===== src/p2dma_pkg.sv =====
// ----------------------------------------------------------------------------
// p2dma_pkg
// Shared constants and types of the 2-D max / average pooling core.
// ----------------------------------------------------------------------------
package p2dma_pkg;

  localparam int DEF_MAX_KERNEL  = 4;
  localparam int DEF_MAX_WIDTH   = 256;
  localparam int DEF_SAMPLE_BITS = 16;

  // Divisor covers stride (up to 7) and window area (up to 7 * 7).
  localparam int DIVISOR_BITS  = 6;
  localparam int CFG_IDX_BITS  = 3;
  localparam int CFG_DATA_BITS = 11;
  localparam int CHAN_BITS     = 10;
  localparam int ROW_BITS      = 10;
  localparam int OCOL_BITS     = 8;
  localparam int HGT_BITS      = 11;

  typedef enum logic [CFG_IDX_BITS-1:0] {
    CFG_POOL_MODE   = 3'd0,
    CFG_KERNEL_SIZE = 3'd1,
    CFG_STRIDE      = 3'd2,
    CFG_MAP_HEIGHT  = 3'd3,
    CFG_MAP_WIDTH   = 3'd4,
    CFG_CHANNELS    = 3'd5
  } cfg_idx_e;

endpackage


===== src/p2dma_div.sv =====
// ----------------------------------------------------------------------------
// p2dma_div
// Unsigned restoring divider, one quotient bit per cycle.
// ----------------------------------------------------------------------------
module p2dma_div #(
  parameter int DW = p2dma_pkg::DEF_SAMPLE_BITS + p2dma_pkg::DIVISOR_BITS
) (
  input  logic                               clk_i,
  input  logic                               rst_ni,
  input  logic                               start_i,
  input  logic [DW-1:0]                      dividend_i,
  input  logic [p2dma_pkg::DIVISOR_BITS-1:0] divisor_i,
  output logic                               busy_o,
  output logic                               done_o,
  output logic [DW-1:0]                      quot_o,
  output logic [p2dma_pkg::DIVISOR_BITS-1:0] rem_o
);

  localparam int DVW = p2dma_pkg::DIVISOR_BITS;
  localparam int CNW = $clog2(DW + 1);

  logic           busy_q, done_q;
  logic [CNW-1:0] cnt_q;
  logic [DW-1:0]  quo_q;
  logic [DVW-1:0] rem_q, dvs_q;
  logic [DVW:0]   trial;
  logic           fits;

  assign trial = {rem_q, quo_q[DW-1]};
  assign fits  = trial >= {1'b0, dvs_q};

  always_ff @(posedge clk_i or negedge rst_ni) begin
    if (!rst_ni) begin
      busy_q <= 1'b0;
      done_q <= 1'b0;
      cnt_q  <= '0;
    end else begin
      done_q <= 1'b0;
      if (start_i) begin
        busy_q <= 1'b1;
        cnt_q  <= CNW'(DW);
      end else if (busy_q) begin
        cnt_q <= cnt_q - 1'b1;
        if (cnt_q == CNW'(1)) begin
          busy_q <= 1'b0;
          done_q <= 1'b1;
        end
      end
    end
  end

  always_ff @(posedge clk_i) begin
    if (start_i) begin
      quo_q <= dividend_i;
      rem_q <= '0;
      dvs_q <= divisor_i;
    end else if (busy_q) begin
      quo_q <= {quo_q[DW-2:0], fits};
      rem_q <= fits ? DVW'(trial - {1'b0, dvs_q}) : DVW'(trial);
    end
  end

  assign busy_o = busy_q;
  assign done_o = done_q;
  assign quot_o = quo_q;
  assign rem_o  = rem_q;

endmodule

===== config.mk =====
export PLATFORM = sky130hd
export DESIGN_NAME = p2dma_div
export DESIGN_NICKNAME = d
export VERILOG_FILES = /design/src/p2dma_pkg.sv /design/src/p2dma_div.sv
export SDC_FILE = /design/constraint.sdc
export NUM_CORES = 1
export LEC_CHECK = 0
export ABC_AREA = 1
export BUFFER_PORTS_ARGS = -buffer_cell sky130_fd_sc_hd__buf_4
export CORE_UTILIZATION = 46
export DETAILED_ROUTE_END_ITERATION = 6
export PLACE_DENSITY = 0.85
export REMOVE_ABC_BUFFERS = 1
export SYNTH_ARGS = -nofsm -noshare
export SYNTH_HDL_FRONTEND = slang
export SYNTH_SLANG_ARGS = --single-unit
export TNS_END_PERCENT = 1

===== constraint.sdc =====
create_clock -name clk_i -period 1.6 [get_ports clk_i]
set_input_delay 0.16 -clock clk_i [delete_from_list [all_inputs] [get_ports clk_i]]
set_output_delay 0.16 -clock clk_i [all_outputs]
set_load 0.005 [all_outputs]

==> results of run 1 <==
state kept, by name, summed over array words and instances, names as in the netlist:
name    flops
busy_o      1
cnt_q       5
done_o      1
dvs_q       6
quot_o     22
rem_o       6
logic make-up (layout without fill, tap and decap cells):
| kind of cell | Yosys count | after routing | synth area share (%) |
|---|---|---|---|
| AOI/OAI and AO/OA | 10 | 10 | 2.77 |
| xor gates and xnor gates | 2 | 2 | 0.845 |
| adders and majority gates | 10 | 10 | 6.39 |
| buffers and inverters | 34 | 111 | 6.45 |
| DFF | 41 | 41 | 54.8 |
| and+or+nand+nor | 138 | 138 | 28.8 |
worst register-to-register path, stage by stage (launching register included):
cell and delay [ns]:
edfxtp_1 0.38, inv_1 0.08, ha_1 0.27, nand2_1 0.15, nor2_4 0.07, a21oi_4 0.24, a31oi_1 0.14
cells in the mapped netlist:
cell type,number
nor2_1,10
a22oi_1,1
nand3b_1,2
fa_1,1
nor2_4,1
dfxtp_1,6
a21oi_1,3
xnor2_1,1
edfxtp_1,28
a21oi_2,1
xor2_1,1
o21ai_0,4
a31oi_1,1
nand4_1,3
nand3_2,1
clkbuf_1,2
clkinv_1,1
buf_4,1
nor3_1,1
ha_1,9
nand3_1,17
dfrtp_1,7
inv_1,27
nand2_1,96
nand2_2,2
buf_2,2
nand2_4,2
nor2_2,2
or2_1,1
inv_2,1
area by class of cell:
cell class | count | area (µm²)
well taps | 52 | 65.1
multi-input cells | 160 | 860
repair buffers | 74 | 571
flip-flops and latches | 41 | 1140
inverters | 29 | 109
clock inverters | 2 | 33.8
fillers | 353 | 1510
clock buffers | 6 | 72.6
report_power, final:
| group | internal, µW | switching (µW) |
|---|---|---|
| sequential | 1290 | 101 |
| clock | 461 | 342 |
| combinational | 595 | 683 |
| total | 2350 | 1130 |
worst min path at each step:
stage / slack (ns) / to
2_1_floorplan: -0.14 / busy_o$_DFF_PN0_
4_1_cts: 0.04 / dvs_q[3]$_DFFE_PP_
3_5_place_dp: -0.02 / done_o$_DFF_PN0_
6_report: 0.05 / dvs_q[3]$_DFFE_PP_
5_1_grt: 0.03 / dvs_q[3]$_DFFE_PP_
3_3_place_gp: -0.02 / cnt_q[0]$_DFFE_PN0P_
metrics by stage:
step | utilization, % | instance area, µm²
3_3_place_gp | 61.3 | 2670
3_5_place_dp | 61.3 | 2670
4_1_cts | 64.4 | 2800
2_1_floorplan | - | 2050
5_1_grt | 65.4 | 2850
6_report | 65.4 | 2850
what timing repair did:
action	4_1_cts	5_1_grt
buffers inserted	1	0
resized for setup	4	9
pin swaps	1	1
endpoints found under the setup margin	4	7
hold endpoints to repair	7	0
hold buffers	1	0
routing by layer:
metal	track usage [%]	routed length, µm	vias up
met5	0	0	-
met4	8.39	103	0
met3	4.53	251	12
met2	34.3	2380	67
met1	24.8	1860	835
li1	-	-	902
==> impl_results.md, run 1 <==
* Cts bufs inserted at 5
* Slew Limit Fails at 0
* Hold Crit Start: divisor_i[3]
* Crit-path slowest cell: edfxtp_1
* Total GRT Usage at between 20 and 25%
* Vias in the first global route at ~1,800
* Commonest non-fill, non-tap cells in the layout: nand2_1 (95), buf_4 (72), edfxtp_1 (28), inv_1 (25), nand3_1 (16)
* Most common cell after layout, fill and taps aside: nand2_1
* WP data arrival at 1.61 ns
* Die Span Y at between 60 and 70 µm
* Die area at approximately 4800 µm²
* Fmax at 632 MHz
* Crit path from: dvs_q[3]$_DFFE_PP_
* Clock Path Buffers at 2
* Worst Setup End Kind: flop
* # setup viols final at 0
* Post-route DRC at 0
* Layout Cells excl Fill at between 300 and 400
* Run status: finished clean
* Pwr dens at 1220 nW/µm²
* Clk pin slew, worst setup/hold paths at about 0.07 ns
* Layout cells sized above 1 at between 30% and 40%
* Relative slew slack at slightly above 80%
* Row cnt at 24
* Largest stage delay, worst path at between 0.3 and 0.4 ns
* Crit path cell chain: inv_1 -> ha_1 -> nand2_1 -> nor2_4 -> a21oi_4 -> a31oi_1
* Layout Nets at roughly 350
* Min Tclk post-route at approximately 1.6 ns
* Hpwl dp at about 3.4 mm
* Sequential share of the synthesized area at between 50% and 60%
* IO Pins at 61
* Flop-to-flop setup slack at 0.02 ns
* Crit path max-delay family: flip-flops
* Syn Inst Count at approximately 240
* Worst Max-Slew Pin Slew at 0.265 ns
* Initial DRC count at 98
* Post-Route WL at between 4 and 5 mm
* Req. time, crit path at ~1.6 ns
* Pin count of the biggest net entering global routing at 25
* Initial antenna violation count at 0
* Tcrit/Tclk final at 98.9%
* GRT overflow at 0
* Die Wd at about 69 µm
* Setup WS pre-CTS at -0.0563 ns
* Number of diodes at 0
* Unrepaired setup endpoints after global routing: yes
* Root Buffer: clkbuf_8
* Clk_skew at about 0.0027 ns
* Initial Util at a little under half
* Drt wl/cell at 12.6 µm
* Placed cell count at between 300 and 400
* Synthesized area at about 2100 µm²
* Synth warnings at 0
* WP buf/inv at 1
* Hold depth at 1
* Leading area contributor after synthesis: edfxtp_1
* Peak supply drop at ~560 µV
* Port Buf Inserts at 60
* Post-DRT Antenna Nets at 0
* Total power draw at 3470 µW
* Crit path kind: flop to flop
* Synth top area share at between 40 and 50%
* Startpoint Class: flop
* Clock Latency Late Sink at approximately 0.29 ns
* Synth cell types at 30
* Final hold viol count at 0
* Global-route wire length before repair at 7.71 mm
* Worst min path class: input pin to flop
* Clock Sinks at between 40 and 50
* Layout area overhead at 37.2%
* CTS tree: yes
* Worst R2R End: quot_o[0]$_DFFE_PP_
* Final hold slack at between 0.04 and 0.05 ns
* Vias at between 1,500 and 2,000
* Vias per Instance at 4.99
* Syn avg cell area at between 8 and 9 µm²
* MaxCap Viol Count at 0
* Worst Reg-to-Reg Cells at 6
* Seq cells post-synth at between 40 and 50
* Crit path depth at 6
* H-tree depth at 2
* Lkg Pwr at 0.00145 µW
* Setup crit end: quot_o[0]$_DFFE_PP_
* Final WS setup at ~0.017 ns
* Core ar. at between 4000 and 5000 µm²
* Crit Path Max Fanout at 7
* GP Congestion at 0.876
* Setup TNS at 0 ns
* R2r startpoint: dvs_q[3]$_DFFE_PP_
* DRT Pass-1 Iters at 4
* Top cells by area, synth: edfxtp_1 (41%), nand2_1 (17%), dfrtp_1 (8.4%)
Power figures use the tool's default switching activity.
==> run 2, diff against run 1 <==
- CELL_PAD_IN_SITES_DETAIL_PLACEMENT: not set -> 0
- CELL_PAD_IN_SITES_GLOBAL_PLACEMENT: not set -> 1
- CORE_UTILIZATION: 46 -> 34
- PLACE_DENSITY: 0.85 -> not set
- PLACE_DENSITY_LB_ADDON: not set -> 0.1
==> impl_results.md, run 2 (synthesis gave the netlist of run 1 again) <==
* Run status: finished clean
* GRT overflow at 0
* Relative slew slack at slightly above 80%
* # setup viols final at 0
* Peak supply drop at 581 µV
* Placed cell count at between 300 and 400
* Row cnt at 28
* DP Area at ~2700 µm²
* H-tree depth at 2
* MaxCap Viol Count at 0
* Core ar. at between 5000 and 6000 µm²
* Layout Cells excl Fill at 389
* Clk pin slew, worst setup/hold paths at about 0.08 ns
* Slew Limit Fails at 0
* Final hold viol count at 0
* DRT Pass-1 Iters at 4
* GP Congestion at 0.758
* Layout Nets at approximately 350
* Fillcell total at 600
* Max FFs per register at 22
* Worst Max-Slew Pin Slew at 0.265 ns
* Worst min path class: input pin to flop
* Initial Util at about a third
* Clk_skew at roughly 0.0043 ns
* WP data arrival at about 1.8 ns
* Post-DRT Antenna Nets at 0
* Most common cell after layout, fill and taps aside: nand2_1
* Pin count of the biggest net entering global routing at 25
* Lkg Pwr at 0.00144 µW
* Pwr dens at 1170 nW/µm²
* Crit-path slowest cell: edfxtp_1
* Post-route DRC at 0
* CTS tree: yes
* Final core occ at 48.8%
* Layout cells sized above 1 at between 30% and 40%
* Crit Path Max Fanout at 3
* Vias in the first global route at approximately 1,700
* Area of the multi-input gates at a little under 900 µm²
* Req. time, crit path at 1.83 ns
* Drt wl/cell at around 12 µm
* Design area at ~2900 µm²
* Port Buf Inserts at 60
* Layout area overhead at 38.5%
* Vias at 1,742
* Die Span Y at roughly 80 µm
* Min Tclk post-route at roughly 1.6 ns
* Sequential cell area at between 1000 and 1500 µm²
* Hpwl dp at 3.34 mm
* Die Wd at 80.1 µm
* Tcrit/Tclk final at 97.5%
* Clock Sinks at between 40 and 50
* Clock Latency Late Sink at approximately 0.28 ns
* Unrepaired setup endpoints after global routing: yes
* Largest stage delay, worst path at approximately 0.37 ns
* Most used cell, CP: nand3_1
* Die area at roughly 6400 µm²
* Global-route wire length before repair at between 7 and 8 mm
* Crit path kind: flop to flop
* Root Buffer: clkbuf_8
* IO Pins at around 60
* Number of diodes at 0
* Startpoint Class: flop
* Fmax at between 600 and 700 MHz
* Crit path cell chain: inv_2 -> ha_2 -> fa_2 -> or2_1 -> nand3_1 -> nand2_1 -> nand3_1 -> nand3_1 -> nand2_1
* Vias per Instance at about 4.5
* Post-Route WL at 4.73 mm
* Total GRT Usage at 16.2%
* Clock Path Buffers at 2
* Initial DRC count at 58
* Initial antenna violation count at 0
* Worst Setup End Kind: flop
* Commonest non-fill, non-tap cells in the layout: nand2_1 (93), buf_4 (73), edfxtp_1 (28), inv_1 (25), nand3_1 (17)
* Cts bufs inserted at 5
==> run 2: cell type report <==
type	count	area share, %
Clock buffer	8	2.79
Sequential cell	41	39.5
Timing Repair Buffer	76	20.5
Tap cell	75	3.27
Multi-Input combinational cell	160	30.1
Inverter	29	3.79
==> run 2: per-layer routing <==
layer | share of wire, % | vias to the layer above | track usage [%]
met1 | 46 | 784 | 20.8
met4 | 0.85 | 0 | 5.36
met3 | 7.3 | 2 | 5.91
met2 | 46 | 51 | 25.1
li1 | - | 905 | -
met5 | 0 | - | 0
==> run 2: metrics by stage <==
stage / setup slack (ns) / hold WS [ns] / TNS, ns / total power, µW
after CTS: 0.00691 / 0.0359 / 0 / 3300
after global placement: -0.0228 / -0.0214 / -0.0228 / 2600
after global routing: -0.0464 / 0.0243 / -0.155 / 3610
after detailed placement: -0.0384 / -0.0181 / -0.0384 / 2600
final: 0.0407 / 0.0492 / 0 / 3350
after floorplan: 0.0186 / -0.136 / 0 / 2090
==> run 2: final timing paths <==
check                                           start                     to  slack (ns)  depth (start not counted)
worst max-delay path             quot_o[21]$_DFFE_PP_  rem_o[4]$_SDFFE_PP0P_        0.04                          9
worst min-delay path                     divisor_i[4]     dvs_q[4]$_DFFE_PP_        0.05                          1
worst max register to register   quot_o[21]$_DFFE_PP_  rem_o[4]$_SDFFE_PP0P_        0.04                          9
worst min register to register  rem_o[0]$_SDFFE_PP0P_  rem_o[0]$_SDFFE_PP0P_        0.49                          2
max in group asynchronous                      rst_ni   cnt_q[3]$_DFFE_PN0P_        1.26                          2
min in group asynchronous                      rst_ni   cnt_q[1]$_DFFE_PN0P_        0.22                          2
==> run 2: power by group <==
part	leakage [µW]	switching [µW]	internal (µW)	total, µW
clock	0.0000395	341	310	652
combinational	0.000975	649	651	1300
sequential	0.000428	103	1290	1400
total	0.00144	1090	2250	3350
==> run 2: repair_timing <==
action	CTS	global route
hold buffers	1	0
buffers inserted	2	1
resized for setup	4	9
endpoints found under the hold margin	7	0
pin swaps	2	2
setup endpoints to repair	2	7
==> run 2: worst max-delay path, delay by kind of cell, from the launching register on <==
kind                     cells  cell delay [ns]
AND/OR/NAND/NOR              6             0.55
buffers and inverters        1             0.06
adder cells (fa/ha/maj)      2             0.52
flip-flops                   1             0.37
==> run 3, diff against run 2 <==
- BUFFER_PORTS_ARGS: -buffer_cell sky130_fd_sc_hd__buf_4 -> -buffer_cell sky130_fd_sc_hd__buf_2
==> impl_results.md, run 3 (synthesis gave the netlist of run 1 again) <==
* Run status: finished clean
* Clock Latency Late Sink at around 0.3 ns
* Layout cells sized above 1 at 32.1%
* Vias at about 1,700
* Relative slew slack at between 70% and 80%
* Cts bufs inserted at 5
* Tcrit/Tclk final at about 99%
* Crit Path Max Fanout at 3
* Peak supply drop at ~490 µV
* Layout area overhead at 32.8%
* Post-route DRC at 0
* Sw power at 1120 µW
* Met3 usage at under 10%
* Initial Util at between 30% and 40%
* WP buf/inv at 1
* Min Tclk post-route at about 1.6 ns
* Hpwl dp at around 3.3 mm
* MaxCap Viol Count at 0
* Lkg Pwr at around 0.0014 µW
* H-tree depth at 2
* Die Span Y at 80.1 µm
* Startpoint Class: flop
* Worst Max-Slew Pin Slew at 0.363 ns
* Row cnt at 28
* Clock Path Buffers at 2
* Pin count of the biggest net entering global routing at 23
* Req. time, crit path at 1.84 ns
* Core ar. at 5890 µm²
* Clk pin slew, worst setup/hold paths at approximately 0.09 ns
* Initial DRC count at 54
* Port Buf Inserts at 60
* GRT Max-Usage Layer: met2
* GRT overflow at 0
* Max FFs per register at 22
* Vias per Instance at roughly 4.5
* Unrepaired setup endpoints after global routing: yes
* Most common cell after layout, fill and taps aside: nand2_1
* DRT Pass-1 Iters at 4
* Fmax at 634 MHz
* Total GRT Usage at about 17%
* Slew Limit Fails at 0
* Design area at between 2000 and 3000 µm²
* Switching share of power at approximately 32%
* Die Wd at 80.1 µm
* Crit path kind: flop to flop
* Die area at ~6400 µm²
* Most used cell, CP: nand3_1
* Crit-path slowest cell: edfxtp_1
* GP Congestion at about 0.73
* IO Pins at 61
* Met1 usage at roughly a fifth
* Worst Setup End Kind: flop
* Crit path cell chain: inv_1 -> ha_1 -> fa_2 -> or2_1 -> nand3_1 -> nand2_1 -> nand3_1 -> nand3_1 -> nand2_1
* Final hold viol count at 0
* Root Buffer: clkbuf_8
* Post-DRT Antenna Nets at 0
* Final core occ at 46.8%
* Final hold slack at ~0.032 ns
* # setup viols final at 0
* Largest stage delay, worst path at 0.35 ns
* Crit path max-delay family: adder cells
* Initial antenna violation count at 0
* Layout Nets at around 350
* Clock Sinks at 41
* Global-route wire length before repair at 8.04 mm
* Met2 usage at between 20% and 30%
* Post-Route WL at between 4 and 5 mm
* Clk_skew at around 0.0092 ns
* Clock power share at between 20% and 30%
* DP Area at about 2500 µm²
* Pwr dens at between 1000 and 1500 nW/µm²
* Comb power frac at 34.6%
* Number of diodes at 0
* WP data arrival at ~1.8 ns
* Total power draw at between 3000 and 4000 µW
* Commonest non-fill, non-tap cells in the layout: nand2_1 (93), buf_2 (60), edfxtp_1 (28), inv_1 (26), nand3_1 (17)
* CTS tree: yes
* Drt wl/cell at 12.1 µm
* Internal Power at 2360 µW
* Seq pwr share at approximately two fifths
* Vias in the first global route at between 1,500 and 2,000
* Worst min path class: input pin to flop
## run 3: routing by layer
layer	vias to the layer above	share of wire, %	wire (µm)
met5	-	0	0
met4	0	1.1	51
met3	4	6.0	282
met2	55	45	2110
met1	778	48	2230
li1	902	-	-
## run 3: layout make-up
class | count | area [µm²]
repair buffers | 74 | 424
inverters | 29 | 109
multi-input cells | 160 | 875
clock inverters | 1 | 30.0
flip-flops and latches | 41 | 1140
well taps | 75 | 93.8
fillers | 621 | 3130
clock buffers | 7 | 86.3
## run 3: what timing repair did
action,in CTS,in global routing
endpoints found under the hold margin,7,0
gates cloned,0,0
setup endpoints to repair,1,7
hold buffers,1,0
pin swaps,0,4
resized for setup,1,11
buffers inserted,0,1
## run 3: power groups by stage
| stage | Sequential [µW] | Combinational (µW) | Clock [µW] |
|---|---|---|---|
| 4_1_cts | 1380 | 1110 | 900 |
| 5_1_grt | 1420 | 1390 | 947 |
| 3_5_place_dp | 1400 | 1110 | 0 |
| 6_report | 1400 | 1210 | 880 |
| 2_1_floorplan | 1410 | 678 | 0 |
| 3_3_place_gp | 1400 | 1110 | 0 |
## run 3: stage by stage
stage               instances  setup TNS, ns  setup slack, ns
floorplan                 230              0           0.0186
global placement          377        -0.0228          -0.0228
detailed placement        377        -0.0305          -0.0305
CTS                       386              0          0.00365
global route              387         -0.288           -0.106
finish                    387              0           0.0238
## run 3: final timing paths
path	slack [ns]	cells after the start	endpoint	start
max in group asynchronous	1.23	2	cnt_q[1]$_DFFE_PN0P_	rst_ni
setup reg to reg	0.02	9	rem_o[4]$_SDFFE_PP0P_	quot_o[21]$_DFFE_PP_
hold / removal	0.03	1	dvs_q[3]$_DFFE_PP_	divisor_i[3]
hold reg to reg	0.49	2	rem_o[5]$_SDFFE_PP0P_	rem_o[5]$_SDFFE_PP0P_
min in group asynchronous	0.22	2	busy_o$_DFF_PN0_	rst_ni
setup / recovery	0.02	9	rem_o[4]$_SDFFE_PP0P_	quot_o[21]$_DFFE_PP_
## run 3: worst reg2reg max path, delay by kind of cell, from the launching register on
kind / cells / cell delay, ns
flip-flops: 1 / 0.35
AND/OR/NAND/NOR: 6 / 0.53
buffers and inverters: 1 / 0.07
adder cells (fa/ha/maj): 2 / 0.56
